**src/rtl/core/gcw_pkg.sv**
```systemverilog
`timescale 1ns / 1ps
`default_nettype none
// ----------------------------------------------------------------------------
// GC window package
// Shared constants, character codes and register indexes of the GC window
// counter.
// ----------------------------------------------------------------------------
package gcw_pkg;

    localparam int COUNT_WIDTH_DEFAULT   = 24;
    localparam int FRACTION_BITS_DEFAULT = 16;

    localparam int CHAR_W     = 8;
    localparam int WSIZE_W    = 24;
    localparam int LEN_W      = 24;
    localparam int CFG_IDX_W  = 8;
    localparam int CFG_DATA_W = 24;

    localparam int QUEUE_DEPTH = 4;

    localparam logic [WSIZE_W-1:0] SPAN_RESET = 24'd1000;

    localparam logic [CFG_IDX_W-1:0] REG_SPAN      = 8'd0;
    localparam logic [CFG_IDX_W-1:0] REG_FORGIVING = 8'd1;

    localparam logic [CHAR_W-1:0] CHAR_G_UC = 8'h47;
    localparam logic [CHAR_W-1:0] CHAR_C_UC = 8'h43;
    localparam logic [CHAR_W-1:0] CHAR_G_LC = 8'h67;
    localparam logic [CHAR_W-1:0] CHAR_C_LC = 8'h63;
    localparam logic [CHAR_W-1:0] CHAR_A_UC = 8'h41;
    localparam logic [CHAR_W-1:0] CHAR_T_UC = 8'h54;
    localparam logic [CHAR_W-1:0] CHAR_A_LC = 8'h61;
    localparam logic [CHAR_W-1:0] CHAR_T_LC = 8'h74;
    localparam logic [CHAR_W-1:0] CHAR_STOP = 8'h3E;

endpackage : gcw_pkg
`default_nettype wire

```
**src/rtl/core/gcw_if.sv**
```systemverilog
`timescale 1ns / 1ps
`default_nettype none
// ----------------------------------------------------------------------------
// GC window channel interfaces
// Base stream, result stream and configuration write channel.
// ----------------------------------------------------------------------------
interface gcw_base_if;
    import gcw_pkg::*;
    logic              valid;
    logic              ready;
    logic [CHAR_W-1:0] base_char;
    logic              sequence_end;

    modport source (output valid, output base_char, output sequence_end, input ready);
    modport sink   (input valid, input base_char, input sequence_end, output ready);
endinterface : gcw_base_if

interface gcw_result_if #(parameter int FRAC_W = 17);
    import gcw_pkg::*;
    logic             valid;
    logic             ready;
    logic [FRAC_W-1:0] gc_fraction;
    logic [FRAC_W-1:0] n_fraction;
    logic [LEN_W-1:0] window_length;
    logic             gc_invalid;

    modport source (output valid, output gc_fraction, output n_fraction,
                    output window_length, output gc_invalid, input ready);
    modport sink   (input valid, input gc_fraction, input n_fraction,
                    input window_length, input gc_invalid, output ready);
endinterface : gcw_result_if

interface gcw_cfg_if;
    import gcw_pkg::*;
    logic                  valid;
    logic                  ready;
    logic [CFG_IDX_W-1:0]  index;
    logic [CFG_DATA_W-1:0] data;

    modport source (output valid, output index, output data, input ready);
    modport sink   (input valid, input index, input data, output ready);
endinterface : gcw_cfg_if
`default_nettype wire

```
**src/rtl/core/windowed_gc_content.sv**
```systemverilog
`timescale 1ns / 1ps
`default_nettype none
// ----------------------------------------------------------------------------
// Windowed GC content counter
// Each closed window is divided by the bit-serial dividers in the back end.
// Throughput: one base per cycle while the queue of four closed windows is
// not full; the back end takes a new window only once it has moved the
// result of the last one into the output register.
// Reset clears all window tallies, sets the window span to 1000 bases and
// forgiving_mode to 0.
// ----------------------------------------------------------------------------
module windowed_gc_content
    import gcw_pkg::*;
#(
    parameter int COUNT_WIDTH   = COUNT_WIDTH_DEFAULT,
    parameter int FRACTION_BITS = FRACTION_BITS_DEFAULT
)(
    input  wire logic     clk,
    input  wire logic     rst_n,
    gcw_base_if.sink      bases,
    gcw_cfg_if.sink       cfg,
    gcw_result_if.source  result
);

    localparam int JOB_W = 4 * COUNT_WIDTH + 1;

    logic             push, queue_full, queue_not_empty, pop;
    logic [JOB_W-1:0] front_job, queue_job;

    gcw_front #(.COUNT_WIDTH(COUNT_WIDTH), .JOB_W(JOB_W)) u_front (
        .clk        (clk),
        .rst_n      (rst_n),
        .bases      (bases),
        .cfg        (cfg),
        .queue_full (queue_full),
        .push       (push),
        .job        (front_job)
    );

    gcw_queue #(.WIDTH(JOB_W), .DEPTH(QUEUE_DEPTH)) u_queue (
        .clk       (clk),
        .rst_n     (rst_n),
        .push      (push),
        .push_data (front_job),
        .full      (queue_full),
        .pop       (pop),
        .not_empty (queue_not_empty),
        .pop_data  (queue_job)
    );

    gcw_back #(
        .COUNT_WIDTH   (COUNT_WIDTH),
        .FRACTION_BITS (FRACTION_BITS),
        .JOB_W         (JOB_W)
    ) u_back (
        .clk       (clk),
        .rst_n     (rst_n),
        .job_valid (queue_not_empty),
        .job       (queue_job),
        .pop       (pop),
        .result    (result)
    );

endmodule : windowed_gc_content
`default_nettype wire

```
**src/rtl/core/gcw_front.sv**
```systemverilog
`timescale 1ns / 1ps
`default_nettype none
// ----------------------------------------------------------------------------
// GC window front end
// Takes one base per cycle while the queue is not full, classifies it, keeps
// the window tallies and queues a division request when a window closes.
// ----------------------------------------------------------------------------
module gcw_front
    import gcw_pkg::*;
#(
    parameter int COUNT_WIDTH = COUNT_WIDTH_DEFAULT,
    parameter int JOB_W       = 4 * COUNT_WIDTH + 1
)(
    input  wire logic             clk,
    input  wire logic             rst_n,
    gcw_base_if.sink              bases,
    gcw_cfg_if.sink               cfg,
    input  wire logic             queue_full,
    output logic                  push,
    output logic [JOB_W-1:0]      job
);

    localparam int CW    = COUNT_WIDTH;
    localparam int CMP_W = (CW > WSIZE_W) ? CW : WSIZE_W;

    logic [WSIZE_W-1:0] span_reg;
    logic               forgiving_reg;
    logic [CW-1:0]      gc_reg, gc_next;
    logic [CW-1:0]      n_reg, n_next;
    logic [CW-1:0]      counted_reg, counted_next;
    logic [CW-1:0]      pos_reg, pos_next;
    logic               stop_reg, stop_next;

    logic          is_gc, is_plain, is_stop, is_n;
    logic [CW-1:0] gc_upd, n_upd, counted_upd, pos_upd, plain;
    logic          closing, invalid, accept;

    assign cfg.ready   = 1'b1;
    assign bases.ready = !queue_full;
    assign accept      = bases.valid && bases.ready;

    always_comb
    begin
        is_gc    = 1'b0;
        is_plain = 1'b0;
        is_stop  = 1'b0;
        is_n     = 1'b0;
        unique case (bases.base_char) inside
            CHAR_G_UC, CHAR_C_UC, CHAR_G_LC, CHAR_C_LC: is_gc    = 1'b1;
            CHAR_A_UC, CHAR_T_UC, CHAR_A_LC, CHAR_T_LC: is_plain = 1'b1;
            CHAR_STOP:                                  is_stop  = 1'b1;
            default:                                    is_n     = 1'b1;
        endcase
    end

    always_comb
    begin
        pos_upd     = pos_reg + CW'(1);
        gc_upd      = gc_reg + CW'(!stop_reg && is_gc);
        n_upd       = n_reg + CW'(!stop_reg && is_n);
        counted_upd = counted_reg + CW'(!stop_reg && (is_gc || is_plain || is_n));
        closing     = bases.sequence_end || (CMP_W'(pos_upd) >= CMP_W'(span_reg));
        invalid     = (n_upd != '0) && !(forgiving_reg && (n_upd < counted_upd));
        plain       = (counted_upd >= n_upd) ? (counted_upd - n_upd) : '0;
        push        = accept && closing;
        job         = {invalid, plain, counted_upd, n_upd, gc_upd};

        gc_next      = gc_reg;
        n_next       = n_reg;
        counted_next = counted_reg;
        pos_next     = pos_reg;
        stop_next    = stop_reg;
        if (accept)
        begin
            if (closing)
            begin
                gc_next      = '0;
                n_next       = '0;
                counted_next = '0;
                pos_next     = '0;
                stop_next    = 1'b0;
            end
            else
            begin
                gc_next      = gc_upd;
                n_next       = n_upd;
                counted_next = counted_upd;
                pos_next     = pos_upd;
                stop_next    = stop_reg || is_stop;
            end
        end
    end

    always_ff @(posedge clk or negedge rst_n)
    begin
        if (!rst_n)
        begin
            span_reg      <= SPAN_RESET;
            forgiving_reg <= 1'b0;
            gc_reg        <= '0;
            n_reg         <= '0;
            counted_reg   <= '0;
            pos_reg       <= '0;
            stop_reg      <= 1'b0;
        end
        else
        begin
            if (cfg.valid && cfg.ready)
            begin
                if (cfg.index == REG_SPAN)
                begin
                    span_reg <= WSIZE_W'(cfg.data);
                end
                else if (cfg.index == REG_FORGIVING)
                begin
                    forgiving_reg <= cfg.data[0];
                end
            end
            gc_reg      <= gc_next;
            n_reg       <= n_next;
            counted_reg <= counted_next;
            pos_reg     <= pos_next;
            stop_reg    <= stop_next;
        end
    end

endmodule : gcw_front
`default_nettype wire

```
**src/rtl/core/gcw_queue.sv**
```systemverilog
`timescale 1ns / 1ps
`default_nettype none
// ----------------------------------------------------------------------------
// GC window request queue
// Small register FIFO between the front end and the divider back end.
// ----------------------------------------------------------------------------
module gcw_queue
    import gcw_pkg::*;
#(
    parameter int WIDTH = 97,
    parameter int DEPTH = QUEUE_DEPTH
)(
    input  wire logic             clk,
    input  wire logic             rst_n,
    input  wire logic             push,
    input  wire logic [WIDTH-1:0] push_data,
    output logic                  full,
    input  wire logic             pop,
    output logic                  not_empty,
    output logic [WIDTH-1:0]      pop_data
);

    localparam int PTR_W = $clog2(DEPTH);
    localparam int CNT_W = $clog2(DEPTH + 1);

    logic [WIDTH-1:0] slots_reg [DEPTH];
    logic [PTR_W-1:0] wr_ptr_reg, rd_ptr_reg;
    logic [CNT_W-1:0] count_reg;

    assign full      = (count_reg == CNT_W'(DEPTH));
    assign not_empty = (count_reg != '0);
    assign pop_data  = slots_reg[rd_ptr_reg];

    always_ff @(posedge clk)
    begin
        if (push)
        begin
            slots_reg[wr_ptr_reg] <= push_data;
        end
    end

    always_ff @(posedge clk or negedge rst_n)
    begin
        if (!rst_n)
        begin
            wr_ptr_reg <= '0;
            rd_ptr_reg <= '0;
            count_reg  <= '0;
        end
        else
        begin
            if (push)
            begin
                wr_ptr_reg <= (wr_ptr_reg == PTR_W'(DEPTH - 1)) ? '0 : wr_ptr_reg + PTR_W'(1);
            end
            if (pop)
            begin
                rd_ptr_reg <= (rd_ptr_reg == PTR_W'(DEPTH - 1)) ? '0 : rd_ptr_reg + PTR_W'(1);
            end
            if (push && !pop)
            begin
                count_reg <= count_reg + CNT_W'(1);
            end
            else if (pop && !push)
            begin
                count_reg <= count_reg - CNT_W'(1);
            end
        end
    end

endmodule : gcw_queue
`default_nettype wire

```
**src/rtl/core/gcw_div.sv**
```systemverilog
`timescale 1ns / 1ps
`default_nettype none
// ----------------------------------------------------------------------------
// GC window divider
// Restoring divider, one quotient bit per cycle, that returns the low
// FRAC_BITS+1 bits of (num << FRAC_BITS) / den.
// ----------------------------------------------------------------------------
module gcw_div #(
    parameter int NUM_W     = 24,
    parameter int FRAC_BITS = 16
)(
    input  wire logic             clk,
    input  wire logic             rst_n,
    input  wire logic             start,
    input  wire logic [NUM_W-1:0] num,
    input  wire logic [NUM_W-1:0] den,
    output logic                  busy,
    output logic [FRAC_BITS:0]    quotient
);

    localparam int STEPS  = NUM_W + FRAC_BITS;
    localparam int STEP_W = $clog2(STEPS + 1);

    logic [STEPS-1:0]  dividend_reg;
    logic [NUM_W-1:0]  rem_reg;
    logic [NUM_W-1:0]  den_reg;
    logic [FRAC_BITS:0] quot_reg;
    logic [STEP_W-1:0] step_reg;
    logic [NUM_W:0]    trial;
    logic              fits;

    assign busy     = (step_reg != '0);
    assign quotient = quot_reg;
    assign trial    = {rem_reg, dividend_reg[STEPS-1]};
    assign fits     = (trial >= {1'b0, den_reg});

    always_ff @(posedge clk)
    begin
        if (start)
        begin
            dividend_reg <= {num, {FRAC_BITS{1'b0}}};
            rem_reg      <= '0;
            den_reg      <= den;
            quot_reg     <= '0;
        end
        else if (busy)
        begin
            dividend_reg <= {dividend_reg[STEPS-2:0], 1'b0};
            rem_reg      <= fits ? NUM_W'(trial - {1'b0, den_reg}) : NUM_W'(trial);
            quot_reg     <= {quot_reg[FRAC_BITS-1:0], fits};
        end
    end

    always_ff @(posedge clk or negedge rst_n)
    begin
        if (!rst_n)
        begin
            step_reg <= '0;
        end
        else if (start)
        begin
            step_reg <= STEP_W'(STEPS);
        end
        else if (busy)
        begin
            step_reg <= step_reg - STEP_W'(1);
        end
    end

endmodule : gcw_div
`default_nettype wire

```
**src/rtl/core/gcw_back.sv**
```systemverilog
`timescale 1ns / 1ps
`default_nettype none
// ----------------------------------------------------------------------------
// GC window back end
// Takes one request from the queue, runs both fractions on two dividers
// and holds the finished result in the output register.
// ----------------------------------------------------------------------------
module gcw_back
    import gcw_pkg::*;
#(
    parameter int COUNT_WIDTH   = COUNT_WIDTH_DEFAULT,
    parameter int FRACTION_BITS = FRACTION_BITS_DEFAULT,
    parameter int JOB_W         = 4 * COUNT_WIDTH + 1
)(
    input  wire logic             clk,
    input  wire logic             rst_n,
    input  wire logic             job_valid,
    input  wire logic [JOB_W-1:0] job,
    output logic                  pop,
    gcw_result_if.source          result
);

    localparam int CW = COUNT_WIDTH;
    localparam int FW = FRACTION_BITS + 1;

    typedef enum logic {IDLE, RUN} state_t;

    state_t        state_reg;
    logic          out_valid_reg;
    logic [FW-1:0] gc_frac_reg, n_frac_reg;
    logic [LEN_W-1:0] length_reg, len_hold_reg;
    logic          invalid_reg, inv_hold_reg;
    logic          gc_zero_reg, n_zero_reg;

    logic [CW-1:0] job_gc, job_n, job_counted, job_plain;
    logic          job_invalid;
    logic          gc_busy, n_busy, finish;
    logic [FW-1:0] gc_quot, n_quot;

    assign {job_invalid, job_plain, job_counted, job_n, job_gc} = job;

    assign pop    = (state_reg == IDLE) && job_valid;
    assign finish = (state_reg == RUN) && !gc_busy && !n_busy
                    && (!out_valid_reg || result.ready);

    gcw_div #(.NUM_W(CW), .FRAC_BITS(FRACTION_BITS)) u_gc_div (
        .clk      (clk),
        .rst_n    (rst_n),
        .start    (pop),
        .num      (job_gc),
        .den      (job_plain),
        .busy     (gc_busy),
        .quotient (gc_quot)
    );

    gcw_div #(.NUM_W(CW), .FRAC_BITS(FRACTION_BITS)) u_n_div (
        .clk      (clk),
        .rst_n    (rst_n),
        .start    (pop),
        .num      (job_n),
        .den      (job_counted),
        .busy     (n_busy),
        .quotient (n_quot)
    );

    assign result.valid         = out_valid_reg;
    assign result.gc_fraction   = gc_frac_reg;
    assign result.n_fraction    = n_frac_reg;
    assign result.window_length = length_reg;
    assign result.gc_invalid    = invalid_reg;

    always_ff @(posedge clk)
    begin
        if (pop)
        begin
            len_hold_reg <= LEN_W'(job_counted);
            inv_hold_reg <= job_invalid;
            gc_zero_reg  <= job_invalid || (job_plain == '0);
            n_zero_reg   <= (job_counted == '0);
        end
        if (finish)
        begin
            gc_frac_reg <= gc_zero_reg ? '0 : gc_quot;
            n_frac_reg  <= n_zero_reg ? '0 : n_quot;
            length_reg  <= len_hold_reg;
            invalid_reg <= inv_hold_reg;
        end
    end

    always_ff @(posedge clk or negedge rst_n)
    begin
        if (!rst_n)
        begin
            state_reg     <= IDLE;
            out_valid_reg <= 1'b0;
        end
        else
        begin
            if (finish)
            begin
                out_valid_reg <= 1'b1;
            end
            else if (result.ready)
            begin
                out_valid_reg <= 1'b0;
            end
            unique case (state_reg)
                IDLE:
                begin
                    if (pop)
                    begin
                        state_reg <= RUN;
                    end
                end
                RUN:
                begin
                    if (finish)
                    begin
                        state_reg <= IDLE;
                    end
                end
                default: state_reg <= IDLE;
            endcase
        end
    end

endmodule : gcw_back
`default_nettype wire

```
**src/flat_wrapper.sv**
```systemverilog
// flat-port wrapper written by rule: the top's interface ports become plain ports
module windowed_gc_content_flat import gcw_pkg::*;
#(
    parameter int COUNT_WIDTH   = COUNT_WIDTH_DEFAULT,
    parameter int FRACTION_BITS = FRACTION_BITS_DEFAULT
)
  (clk, rst_n, bases_valid, bases_base_char, bases_sequence_end, bases_ready, cfg_valid, cfg_index, cfg_data, cfg_ready, result_valid, result_gc_fraction, result_n_fraction, result_window_length, result_gc_invalid, result_ready);
  gcw_base_if bases_i ();
  gcw_cfg_if cfg_i ();
  gcw_result_if #(.FRAC_W(FRACTION_BITS_DEFAULT + 1)) result_i ();
  input  wire logic clk;
  input  wire logic rst_n;
  input wire logic [$bits(bases_i.valid)-1:0] bases_valid;
  input wire logic [$bits(bases_i.base_char)-1:0] bases_base_char;
  input wire logic [$bits(bases_i.sequence_end)-1:0] bases_sequence_end;
  output wire logic [$bits(bases_i.ready)-1:0] bases_ready;
  input wire logic [$bits(cfg_i.valid)-1:0] cfg_valid;
  input wire logic [$bits(cfg_i.index)-1:0] cfg_index;
  input wire logic [$bits(cfg_i.data)-1:0] cfg_data;
  output wire logic [$bits(cfg_i.ready)-1:0] cfg_ready;
  output wire logic [$bits(result_i.valid)-1:0] result_valid;
  output wire logic [$bits(result_i.gc_fraction)-1:0] result_gc_fraction;
  output wire logic [$bits(result_i.n_fraction)-1:0] result_n_fraction;
  output wire logic [$bits(result_i.window_length)-1:0] result_window_length;
  output wire logic [$bits(result_i.gc_invalid)-1:0] result_gc_invalid;
  input wire logic [$bits(result_i.ready)-1:0] result_ready;
  assign bases_i.valid = bases_valid;
  assign bases_i.base_char = bases_base_char;
  assign bases_i.sequence_end = bases_sequence_end;
  assign bases_ready = bases_i.ready;
  assign cfg_i.valid = cfg_valid;
  assign cfg_i.index = cfg_index;
  assign cfg_i.data = cfg_data;
  assign cfg_ready = cfg_i.ready;
  assign result_valid = result_i.valid;
  assign result_gc_fraction = result_i.gc_fraction;
  assign result_n_fraction = result_i.n_fraction;
  assign result_window_length = result_i.window_length;
  assign result_gc_invalid = result_i.gc_invalid;
  assign result_i.ready = result_ready;
  windowed_gc_content #(.COUNT_WIDTH(COUNT_WIDTH), .FRACTION_BITS(FRACTION_BITS)) u_core (.clk(clk), .rst_n(rst_n), .bases(bases_i), .cfg(cfg_i), .result(result_i));
endmodule
```
**config.mk**
```make
export PLATFORM = sky130hd
export DESIGN_NAME = windowed_gc_content_flat
export DESIGN_NICKNAME = d
export VERILOG_FILES = /design/src/rtl/core/gcw_pkg.sv /design/src/rtl/core/gcw_if.sv /design/src/rtl/core/windowed_gc_content.sv /design/src/rtl/core/gcw_front.sv /design/src/rtl/core/gcw_queue.sv /design/src/rtl/core/gcw_div.sv /design/src/rtl/core/gcw_back.sv /design/src/flat_wrapper.sv
export SDC_FILE = /design/constraint.sdc
export NUM_CORES = 1
export LEC_CHECK = 0
export ABC_AREA = 1
export BUFFER_PORTS_ARGS = -buffer_cell sky130_fd_sc_hd__buf_2
export CORE_UTILIZATION = 40
export CTS_CLUSTER_DIAMETER = 100
export CTS_CLUSTER_SIZE = 12
export DETAILED_ROUTE_END_ITERATION = 8
export PLACE_DENSITY_LB_ADDON = 0.1
export REMOVE_ABC_BUFFERS = 1
export SYNTH_ARGS = -nofsm -noshare
export SYNTH_HDL_FRONTEND = slang
export SYNTH_SLANG_ARGS = --single-unit
```
**constraint.sdc**
```tcl
create_clock -name clk -period 14.1 [get_ports clk]
set_input_delay 2.115 -clock clk [delete_from_list [all_inputs] [get_ports clk]]
set_output_delay 2.115 -clock clk [all_outputs]
set_load 0.01 [all_outputs]
```
==> run metrics, run 1 <==
status=finished, final reports clean; TritonRoute pass-1 iters=5; CTS H-tree lvls=3; I/O pin cnt=108; Clock Pin Slew Worst Setup and Hold Paths=roughly 0.06 ns; CTS tree=done; top cells by count, synth=697 x nand2_1, 546 x edfxtp_1, 523 x nor2_1; first-pass GRT wire length=145,000 um; FF-to-FF setup slack=7.93 ns; Core ar.=between 0.09 and 0.1 mm^2; Slew Viols, Final=0; drt drc=0; Post-DRT Antenna Nets=0; Die Y=305 um; number of port buffers=106; yosys warns=0; total gr overflow=0; #FFs+latches synth=771; Crit Path Class=primary input to flop; layout cells sized above 1=7.61%; Req. time, crit path=14.44 ns; Setup crit start=bases_base_char[4]; register area=0.0216 mm^2; synthesized area=0.0368 mm^2; vias in the first global route=25,937; final core utilization=44.9%; Hold WS=0.433 ns; num rows=110; Die X=305 um; Top FF cell, synth=edfxtp_1; Initial Util=between 40% and 50%; cell count after synthesis=about 3,900; Worst R2R Path Depth=18; number of filler cells placed in the layout=8,816; ANT cells=0; Post-synth ARST share=18.5%; RR Endpoint=u_core.u_queue.slots_reg[1][63]; highest clock rate=0.152 GHz; routed wire length=between 90,000 and 100,000 um; Max Cap Viol=0; top post-synthesis cells by area=edfxtp_1 45%, dfrtp_1 9.3%, nand2_1 7.1%; unrepaired setup endpoints after global routing=no; synth unique cells=62; Vias=26,065; Least-Margin Pin Slew=1.07 ns; NumNets Final=roughly 4,100; Static Leak=17.1 nW; total power=roughly 0.0085 W; CTS root buffer=clkbuf_16; most common cell in the netlist=nand2_1; Detailed Place HPWL=58,900 um; antenna violations before repair=0; endpoints failing setup=0; area leader, netlist=edfxtp_1; area of the die=between 0.09 and 0.1 mm^2; Post-CTS Setup Bufs=0; buffer levels on the longest clock path=3; area delta synth->final=10.5%; Synth top area share=between 40% and 50%; post-synthesis sequential area ratio=between 50% and 60%; clk_lat worst skew=0.62 ns; P per Cell Area=208 mW/mm^2; crit path DAT=6.93 ns; clk_skew=0.0231 ns; period utilization=a little under half; Num CTS Buffers=74; pin count of the biggest net entering global routing=95; quantity of gates resized following cts=0; Post-synth EDFFs=546; setup TNS=0 ns; max reg flops=388; clock tree sinks=771; Hold Vio Cnt, Final=0; hold_buf cts=0; Slew HR=approximately 28%; Avg Cell Area, Syn=9.56 um^2; CP endpoint=u_core.u_queue.slots_reg[2][91]; Via density=5.05; Total GRT Usage=19.6%; CP Capture Type=flop; GP Congestion=0.881; Final Critical Period=6.59 ns; worst-path maximum fanout=19; Multi-input gate area=0.0128 mm^2; Startpoint Class=primary input; initial DRC count=1,732; drt wl/cell=17.6 um; Peak VDD IR=0.128 mV; HP Class=flop to flop; reg2reg start=u_core.u_front.pos_reg[1]
report_power, final:
part / internal, W / leakage (nW) / switching [W] / total (W)
sequential: 0.00313 / 7.70 / 0.000185 / 0.00332
clock: 0.00101 / 1.03 / 0.000854 / 0.00187
combinational: 0.00103 / 8.34 / 0.00226 / 0.00329
through the flow:
step | instances | instance area [um^2] | setup slack (ns)
2_1_floorplan | 3709 | 36200 | 4.61
3_3_place_gp | 5019 | 38500 | 7.03
3_5_place_dp | 5019 | 38500 | 6.92
4_1_cts | 5157 | 40700 | 7.56
5_1_grt | 5157 | 40700 | 7.13
6_report | 5157 | 40700 | 7.51
cell type report:
type                       count  area share (%)
sequential                   771            53.2
tap                         1176            3.62
inverter                     484            4.48
multi-input combinational   2454            31.5
clock buffer                 131            5.16
timing repair buffer         134            1.87
clock inverter                 7           0.178
cell usage in the layout, fill, tap and decap left out, types with 105 or more instances in the layout:
| master | synthesis | layout |
|---|---|---|
| buf_2 | 13 | 105 |
| ha_1 | 110 | 110 |
| dfrtp_1 | 137 | 135 |
| nand3_1 | 137 | 136 |
| edfxtp_1 | 546 | 546 |
| nor2_1 | 523 | 517 |
| o22ai_1 | 115 | 115 |
| a21oi_1 | 173 | 173 |
| inv_1 | 470 | 467 |
| o21ai_0 | 264 | 264 |
| nand2_1 | 697 | 696 |
worst max-delay path: stages:
cell and delay (ns):
buf_2 0.11, nand4_1 0.08, nor4_1 0.06, nor2_1 0.39, ha_1 0.35, ha_1 0.21, nand2_1 0.09, nor2_4 0.17
nand2_1 0.11, nor2_1 0.17, nand3_1 0.09, nor3_1 0.32, nand2_1 0.11, xor2_1 0.40, ha_1 0.37, nand2_1 0.16
o21ai_0 0.14, a211oi_1 0.56, nand4_4 0.52, inv_2 0.27, nor2_1 0.12
cell families after synthesis:
family | Yosys count | synth area share, %
other cells | 1 | 0.0102
fa+ha+maj | 114 | 3.96
simple gates | 1553 | 17.8
compound gates | 679 | 10.4
flops | 771 | 58.8
buf+inv | 626 | 6.55
xor+xnor | 107 | 2.55
layer usage:
layer	vias to the layer above	routed length (um)	part of all wire [%]	global-route usage, %
met3	121	3130	3.5	2.30
met5	-	0	0	0
met2	414	43300	48	33.5
met1	12385	42300	47	26.4
li1	13145	-	-	-
met4	0	1890	2.1	5.19
worst min path at each step:
stage                                     startpoint                               to  depth (start not counted)  slack [ns]
after detailed placement  u_core.u_back.inv_hold_reg  u_core.u_back.result.gc_invalid                          0        0.42
after CTS                 u_core.u_back.inv_hold_reg  u_core.u_back.result.gc_invalid                          0        0.44
after floorplan           u_core.u_back.inv_hold_reg  u_core.u_back.result.gc_invalid                          0        0.40
after global routing      u_core.u_back.inv_hold_reg  u_core.u_back.result.gc_invalid                          0        0.45
after global placement    u_core.u_back.inv_hold_reg  u_core.u_back.result.gc_invalid                          0        0.43
final                     u_core.u_back.inv_hold_reg  u_core.u_back.result.gc_invalid                          0        0.43
Power figures use the tool's default switching activity.
==> inputs of run 2 (changes only) <==
Settings changed: ABC_AREA 1 to 0.
Clock period 14.1 ns to 6.6 ns, I/O delays scaled along.
==> run 2 against run 1 <==
Against the previous run: sequential share of layout area grew 1.9 points; routed wire length decreased by 11%; register-to-register slack got worse by 6.6 ns.
==> run metrics, run 2 <==
GP Congestion=0.864 (was 0.881); Initial Util=40.5% (was 40.6%); post-synthesis sequential area ratio=61.5% (was 58.8%); cell count after synthesis=2,847 (was 3,851); routed wire length=81,000 um (was 90,600 um); CTS H-tree lvls=3 (unchanged); synthesized area=0.0352 mm^2 (was 0.0368 mm^2); ANT cells=0 (unchanged); most common cell in the netlist=edfxtp_1 (was nand2_1); DP Cell Count=4,013 (was 5,019); Post-synth EDFFs=546 (unchanged); initial DRC count=1,375 (was 1,732); Core ar.=0.0869 mm^2 (was 0.0906 mm^2); highest clock rate=0.176 GHz; layout cells sized above 1=12.2% (was 7.61%); RR Endpoint=u_core.u_queue.slots_reg[0][61] (was u_core.u_queue.slots_reg[1][63]); FF-to-FF setup slack=1.35 ns (was 7.93 ns); Synth top area share=46.6% (was 44.6%); Hold WS=0.412 ns (was 0.433 ns); Num CTS Buffers=74 (unchanged); Detailed Place HPWL=52,600 um (was 58,900 um); crit path DAT=6.04 ns (was 6.93 ns); most frequent cells in the layout=546 x edfxtp_1, 489 x nand2_1, 157 x o21ai_0, 138 x inv_1, 135 x dfrtp_1 (was 696 x nand2_1, 546 x edfxtp_1, 517 x nor2_1, 467 x inv_1, 264 x o21ai_0); drt drc=0 (unchanged); reg2reg start=u_core.u_front.pos_reg[0] (was u_core.u_front.pos_reg[1]); Startpoint Class=primary input (unchanged); CP endpoint=u_core.u_queue.slots_reg[2][93] (was u_core.u_queue.slots_reg[2][91]); main combinational cell family by area after synthesis=simple AND/OR/NAND/NOR gates (unchanged); top post-synthesis cells by area=edfxtp_1 47%, dfrtp_1 9.8%, mux4_2 6.2% (was edfxtp_1 45%, dfrtp_1 9.3%, nand2_1 7.1%); quantity of gates resized following cts=0 (unchanged); Layout Cells excl Fill=4,151 (was 5,157); Final Critical Period=approximately 5.7 ns; unrepaired setup endpoints after global routing=no (unchanged); clk_skew=0.0216 ns (was 0.0231 ns); Static Leak=15.4 nW (was 17.1 nW); Crit Path Class=primary input to flop (unchanged); pin count of the biggest net entering global routing=138 (was 95); clk_lat worst skew=0.63 ns (was 0.62 ns); CTS tree=done (unchanged); period utilization=between 80 and 90%; Peak VDD IR=0.238 mV (was 0.128 mV); first-pass GRT wire length=128,000 um (was 145,000 um); Via density=5.30 (was 5.05); number of filler cells placed in the layout=7,978 (was 8,816); simple-gate share of the synthesized area=12.4% (was 17.8%); P per Cell Area=429 mW/mm^2 (was 208 mW/mm^2); Top FF cell, synth=edfxtp_1 (unchanged); Post-CTS Setup Bufs=0 (unchanged); synth unique cells=84 (was 62); drt wl/cell=19.5 um (was 17.6 um); Clock Pin Slew Worst Setup and Hold Paths=0.06 ns (about the same); Vias=21,991 (was 26,065); Die Y=298 um (was 305 um); num rows=108 (was 110); endpoints failing setup=0 (unchanged); yosys warns=0 (unchanged); hold_buf cts=0 (unchanged); #FFs+latches synth=771 (unchanged); post-synthesis xor/xnor area fraction=3.76% (was 2.55%); Req. time, crit path=6.97 ns (was 14.44 ns); NumNets Final=3,094 (was 4,079); TritonRoute pass-1 iters=4 (was 5); Slew Viols, Final=0 (unchanged); area of the die=0.0891 mm^2 (was 0.0932 mm^2); most common cell after layout, fill and taps aside=edfxtp_1 (was nand2_1); HP Class=primary input to asynchronous set/reset pin (was flop to flop); area delta synth->final=11.7% (was 10.5%); Post-synth ARST share=18.5% (unchanged); Setup crit start=bases_base_char[7] (was bases_base_char[4]); Least-Margin Pin Slew=1.21 ns (was 1.07 ns); area leader, netlist=edfxtp_1 (unchanged); top cells by count, synth=546 x edfxtp_1, 490 x nand2_1, 157 x o21ai_0 (was 697 x nand2_1, 546 x edfxtp_1, 523 x nor2_1); clock tree sinks=771 (unchanged); Max Cap Viol=0 (unchanged); vias in the first global route=22,609 (was 25,937); CTS root buffer=clkbuf_16 (unchanged); status=finished, final reports clean (unchanged); worst-path maximum fanout=24 (was 19); post-synthesis mux area share=6.72% (was 0%); Slew HR=19.0% (was 28.5%); number of port buffers=106 (unchanged); Worst R2R Path Depth=16 (was 18); Post-DRT Antenna Nets=0 (unchanged); Synth Area in Compound Gates=8.53% (was 10.4%); total gr overflow=0 (unchanged); Hold Vio Cnt, Final=0 (unchanged); Die X=298 um (was 305 um); buffer levels on the longest clock path=3 (unchanged); Adder-Cell Fraction of Synth Area=4.14% (was 3.96%); CP Capture Type=flop (unchanged); I/O pin cnt=108 (unchanged); max reg flops=388 (unchanged); antenna violations before repair=2 (was 0); setup TNS=0 ns (unchanged); Avg Cell Area, Syn=12.3 um^2 (was 9.56 um^2); Total GRT Usage=18.3% (was 19.6%)
run 2: cell type report:
cell class | count | area [um^2] | area share, %
well taps | 1155 | 1450 | 3.68
inverters | 139 | 527 | 1.34
flip-flops and latches | 771 | 21600 | 55.1
clock buffers | 130 | 2060 | 5.25
multi-input cells | 1810 | 12600 | 32.0
repair buffers | 138 | 915 | 2.33
clock inverters | 8 | 130 | 0.331
run 2: logic make-up after synthesis:
family,Yosys count
XOR/XNOR,151
AND/OR/NAND/NOR,955
flip-flops,771
other,1
adder cells (fa/ha/maj),114
AO/OA/AOI/OAI,475
buffers and inverters,266
multiplexers,114
run 2: power breakdown:
group / switching (W) / internal [W]
combinational: 0.00347 / 0.00238
sequential: 0.000476 / 0.00658
clock: 0.00182 / 0.00214
run 2: worst min path at each step:
stage | start | depth (start not counted) | endpoint
after CTS | u_core.u_back.inv_hold_reg | 0 | u_core.u_back.result.gc_invalid
after global routing | rst_n | 1 | u_core.u_back.u_gc_div.step_reg[4]
after detailed placement | u_core.u_back.u_n_div.den_reg[21] | 0 | u_core.u_back.result.window_length[21]
after global placement | u_core.u_back.u_n_div.quotient[16] | 2 | u_core.u_back.u_n_div.quotient[16]
final | rst_n | 1 | u_core.u_back.u_gc_div.step_reg[4]
after floorplan | u_core.u_back.inv_hold_reg | 0 | u_core.u_back.result.gc_invalid
run 2: critical path, cell delays in order:
cell       delay [ns]
buf_2            0.10
nand4b_1         0.17
nor4b_1          0.53
nor2_1           0.22
ha_1             0.27
and3_1           0.18
nand3_1          0.15
nor2_1           0.09
and3_1           0.25
and2_1           0.23
and4_1           0.27
and3_1           0.21
xnor2_1          0.19
inv_1            0.14
ha_1             0.42
and3_1           0.27
and3_1           0.28
nand3_1          0.15
a21oi_2          0.16
o21a_2           0.18
nor2_8           0.10
a2111oi_2        0.44
run 2: stage by stage:
step / area [um^2] / worst slack [ns] / power (W) / util [%]
after floorplan: 34600 / -2.09 / 0.0114 / -
after global placement: 37100 / 0.456 / 0.0129 / 42.7
after detailed placement: 37100 / 0.381 / 0.0131 / 42.7
after CTS: 39300 / 1.03 / 0.0171 / 45.2
after global routing: 39300 / 0.487 / 0.0180 / 45.2
final: 39300 / 0.932 / 0.0169 / 45.2
run 2: metal layers:
metal	GRT usage [%]	up-vias	part of all wire, %
met5	0	-	0.0086
met4	5.67	2	2.6
met3	2.33	118	3.1
met2	30.9	355	49
met1	24.6	10978	46
li1	-	10538	-
==> inputs of run 3 (changes only) <==
Settings changed: CORE_UTILIZATION 40 to 60.
Clock period 6.6 ns to 6 ns, I/O delays scaled along.
==> run 3 against run 2 <==
Against the previous run: core utilization grew 22 points; critical path depth rose by 1; routed wire length fell by 9.8%; combinational power is 9.2% higher; power increased by 9.8%; hold slack worse by 0.096 ns; clock skew up 0.0037 ns; sequential share of layout area rose by 0.71 points; register-to-register slack worse by 0.56 ns; highest routed layer is now met4.
==> run metrics, run 3 (synthesis gave the netlist of run 2 again) <==
endpoints failing setup=0 (unchanged); Via density=5.87 (was 5.30); first-pass GRT wire length=118,000 um (was 128,000 um); unrepaired setup endpoints after global routing=no (unchanged); CTS root buffer=clkbuf_16 (unchanged); highest clock rate=0.191 GHz; Slew Viols, Final=0 (unchanged); Startpoint Class=primary input (unchanged); reg2reg start=u_core.u_front.pos_reg[0] (unchanged); number of filler cells placed in the layout=4,192 (was 7,978); clk_lat worst skew=0.62 ns (was 0.63 ns); P per Cell Area=478 mW/mm^2 (was 429 mW/mm^2); period utilization=between 80% and 90%; NumNets Final=3,100 (was 3,094); Hold Vio Cnt, Final=0 (unchanged); Post-Layout Inst Area=0.0388 mm^2 (was 0.0393 mm^2); Num CTS Buffers=74 (unchanged); Static Leak=15.5 nW (was 15.4 nW); Detailed Place HPWL=46,800 um (was 52,600 um); Die Y=244 um (was 298 um); clk_skew=0.0253 ns (was 0.0216 ns); CTS tree=done (unchanged); CTS H-tree lvls=3 (unchanged); quantity of gates resized following cts=0 (unchanged); status=finished, final reports clean (unchanged); Combinational Power Share=34.5% (was 34.7%); Core ar.=0.0578 mm^2 (was 0.0869 mm^2); layout cells sized above 1=12.4% (was 12.2%); switching share of power=33.8% (was 34.2%); vias in the first global route=22,279 (was 22,609); Worst R2R Path Depth=15 (was 16); Multi-input gate area=0.0126 mm^2 (unchanged); num rows=88 (was 108); Vias=22,119 (was 21,991); HP Class=primary input to asynchronous set/reset pin (unchanged); Die X=244 um (was 298 um); area delta synth->final=10.3% (was 11.7%); ANT cells=0 (unchanged); TritonRoute pass-1 iters=6 (was 4); FF-to-FF setup slack=0.79 ns (was 1.35 ns); max reg flops=388 (unchanged); worst-path maximum fanout=24 (unchanged); Initial Util=60.8% (was 40.5%); Least-Margin Pin Slew=1.14 ns (was 1.21 ns); most frequent cells in the layout=546 x edfxtp_1, 489 x nand2_1, 157 x o21ai_0, 138 x inv_1, 135 x dfrtp_1 (unchanged); Reg power frac=42.0% (was 41.8%); area post-placement=0.0366 mm^2 (was 0.0371 mm^2); buffer levels on the longest clock path=3 (unchanged); clock tree sinks=771 (unchanged); CP Capture Type=flop (unchanged); Post-DRT Antenna Nets=0 (unchanged); drt drc=0 (unchanged); number of port buffers=106 (unchanged); total gr overflow=0 (unchanged); Setup crit start=bases_base_char[7] (unchanged); Total GRT Usage=25.1% (was 18.3%); pin count of the biggest net entering global routing=99 (was 138); Post-CTS Setup Bufs=0 (unchanged); register area=0.0216 mm^2 (unchanged); hold_buf cts=0 (unchanged); RR Endpoint=u_core.u_queue.slots_reg[3][91] (was u_core.u_queue.slots_reg[0][61]); Final Critical Period=5.22 ns; I/O pin cnt=108 (unchanged); Peak VDD IR=0.304 mV (was 0.238 mV); internal power=0.0123 W (was 0.0111 W); antenna violations before repair=0 (was 2); Max Cap Viol=0 (unchanged); initial DRC count=1,458 (was 1,375); Clock Power Share=23.5% (about the same); Crit Path Class=primary input to flop (unchanged); Clock Pin Slew Worst Setup and Hold Paths=0.06 ns (about the same); setup TNS=0 ns (unchanged); GP Congestion=0.899 (was 0.864); area of the die=0.0596 mm^2 (was 0.0891 mm^2); most common cell after layout, fill and taps aside=edfxtp_1 (unchanged); Slew HR=23.8% (was 19.0%); sw power=0.00625 W (was 0.00576 W); drt wl/cell=19.4 um (was 19.5 um); Req. time, crit path=6.36 ns (was 6.97 ns); crit path DAT=5.58 ns (was 6.04 ns); Layout Cells excl Fill=3,767 (was 4,151); routed wire length=73,100 um (was 81,000 um); DP Cell Count=3,629 (was 4,013)
[run 3: worst max-delay path: stages]
cell and delay [ns]:
buf_2 0.10, nand4b_1 0.15, nor4b_1 0.32, buf_4 0.18, nor2_1 0.06, ha_1 0.22
and3_1 0.19, nand3_1 0.15, nor2_1 0.09, and3_1 0.25, and2_1 0.22, and4_1 0.27
and3_1 0.21, xnor2_1 0.17, inv_1 0.12, ha_1 0.42, and3_1 0.26, and3_1 0.26
nand3_1 0.14, a21oi_2 0.16, o21a_2 0.18, nor2_8 0.10, a2111oi_2 0.44
[run 3: metal layers]
metal	vias to the layer above	GRT usage [%]	part of all wire [%]	wire, um
li1	10538	-	-	-
met3	120	3.97	4.7	3420
met1	10941	34.2	44	32400
met4	0	7.67	2.5	1810
met5	-	0	0	0
met2	520	41.6	48	35400
[run 3: through the flow]
stage	total power (W)	hold slack (ns)	setup slack (ns)	utilization (%)
3_3_place_gp	0.0140	0.407	0.359	63.2
2_1_floorplan	0.0126	0.400	-2.69	-
3_5_place_dp	0.0142	0.405	0.211	63.2
5_1_grt	0.0196	0.387	0.267	67.1
4_1_cts	0.0186	0.348	0.817	67.1
6_report	0.0185	0.316	0.776	67.1
[run 3: final cells by class]
type                            instances  area share, %
Timing Repair Buffer                  144           2.28
Multi-Input combinational cell       1810           32.4
Inverter                              139           1.36
Sequential cell                       771           55.8
Clock buffer                          133           5.51
Tap cell                              765           2.47
Clock inverter                          5          0.187
[run 3: how the worst max path moves through the flow]
stage	cells after the start	slack, ns	end
final	23	0.78	u_core.u_queue.slots_reg[1][93]
after detailed placement	23	0.21	u_core.u_queue.slots_reg[3][93]
after global routing	23	0.27	u_core.u_queue.slots_reg[3][93]
after CTS	15	0.82	u_core.u_queue.slots_reg[3][91]
after global placement	23	0.36	u_core.u_queue.slots_reg[2][79]
after floorplan	13	-2.69	u_core.u_queue.slots_reg[3][0]
[run 3: power groups by stage]
| stage | combinational (W) | sequential [W] | clock, W |
|---|---|---|---|
| floorplan | 0.00469 | 0.00787 | 0 |
| global placement | 0.00619 | 0.00785 | 0 |
| detailed placement | 0.00636 | 0.00789 | 0 |
| CTS | 0.00639 | 0.00779 | 0.00444 |
| global route | 0.00705 | 0.00788 | 0.00464 |
| finish | 0.00638 | 0.00778 | 0.00436 |
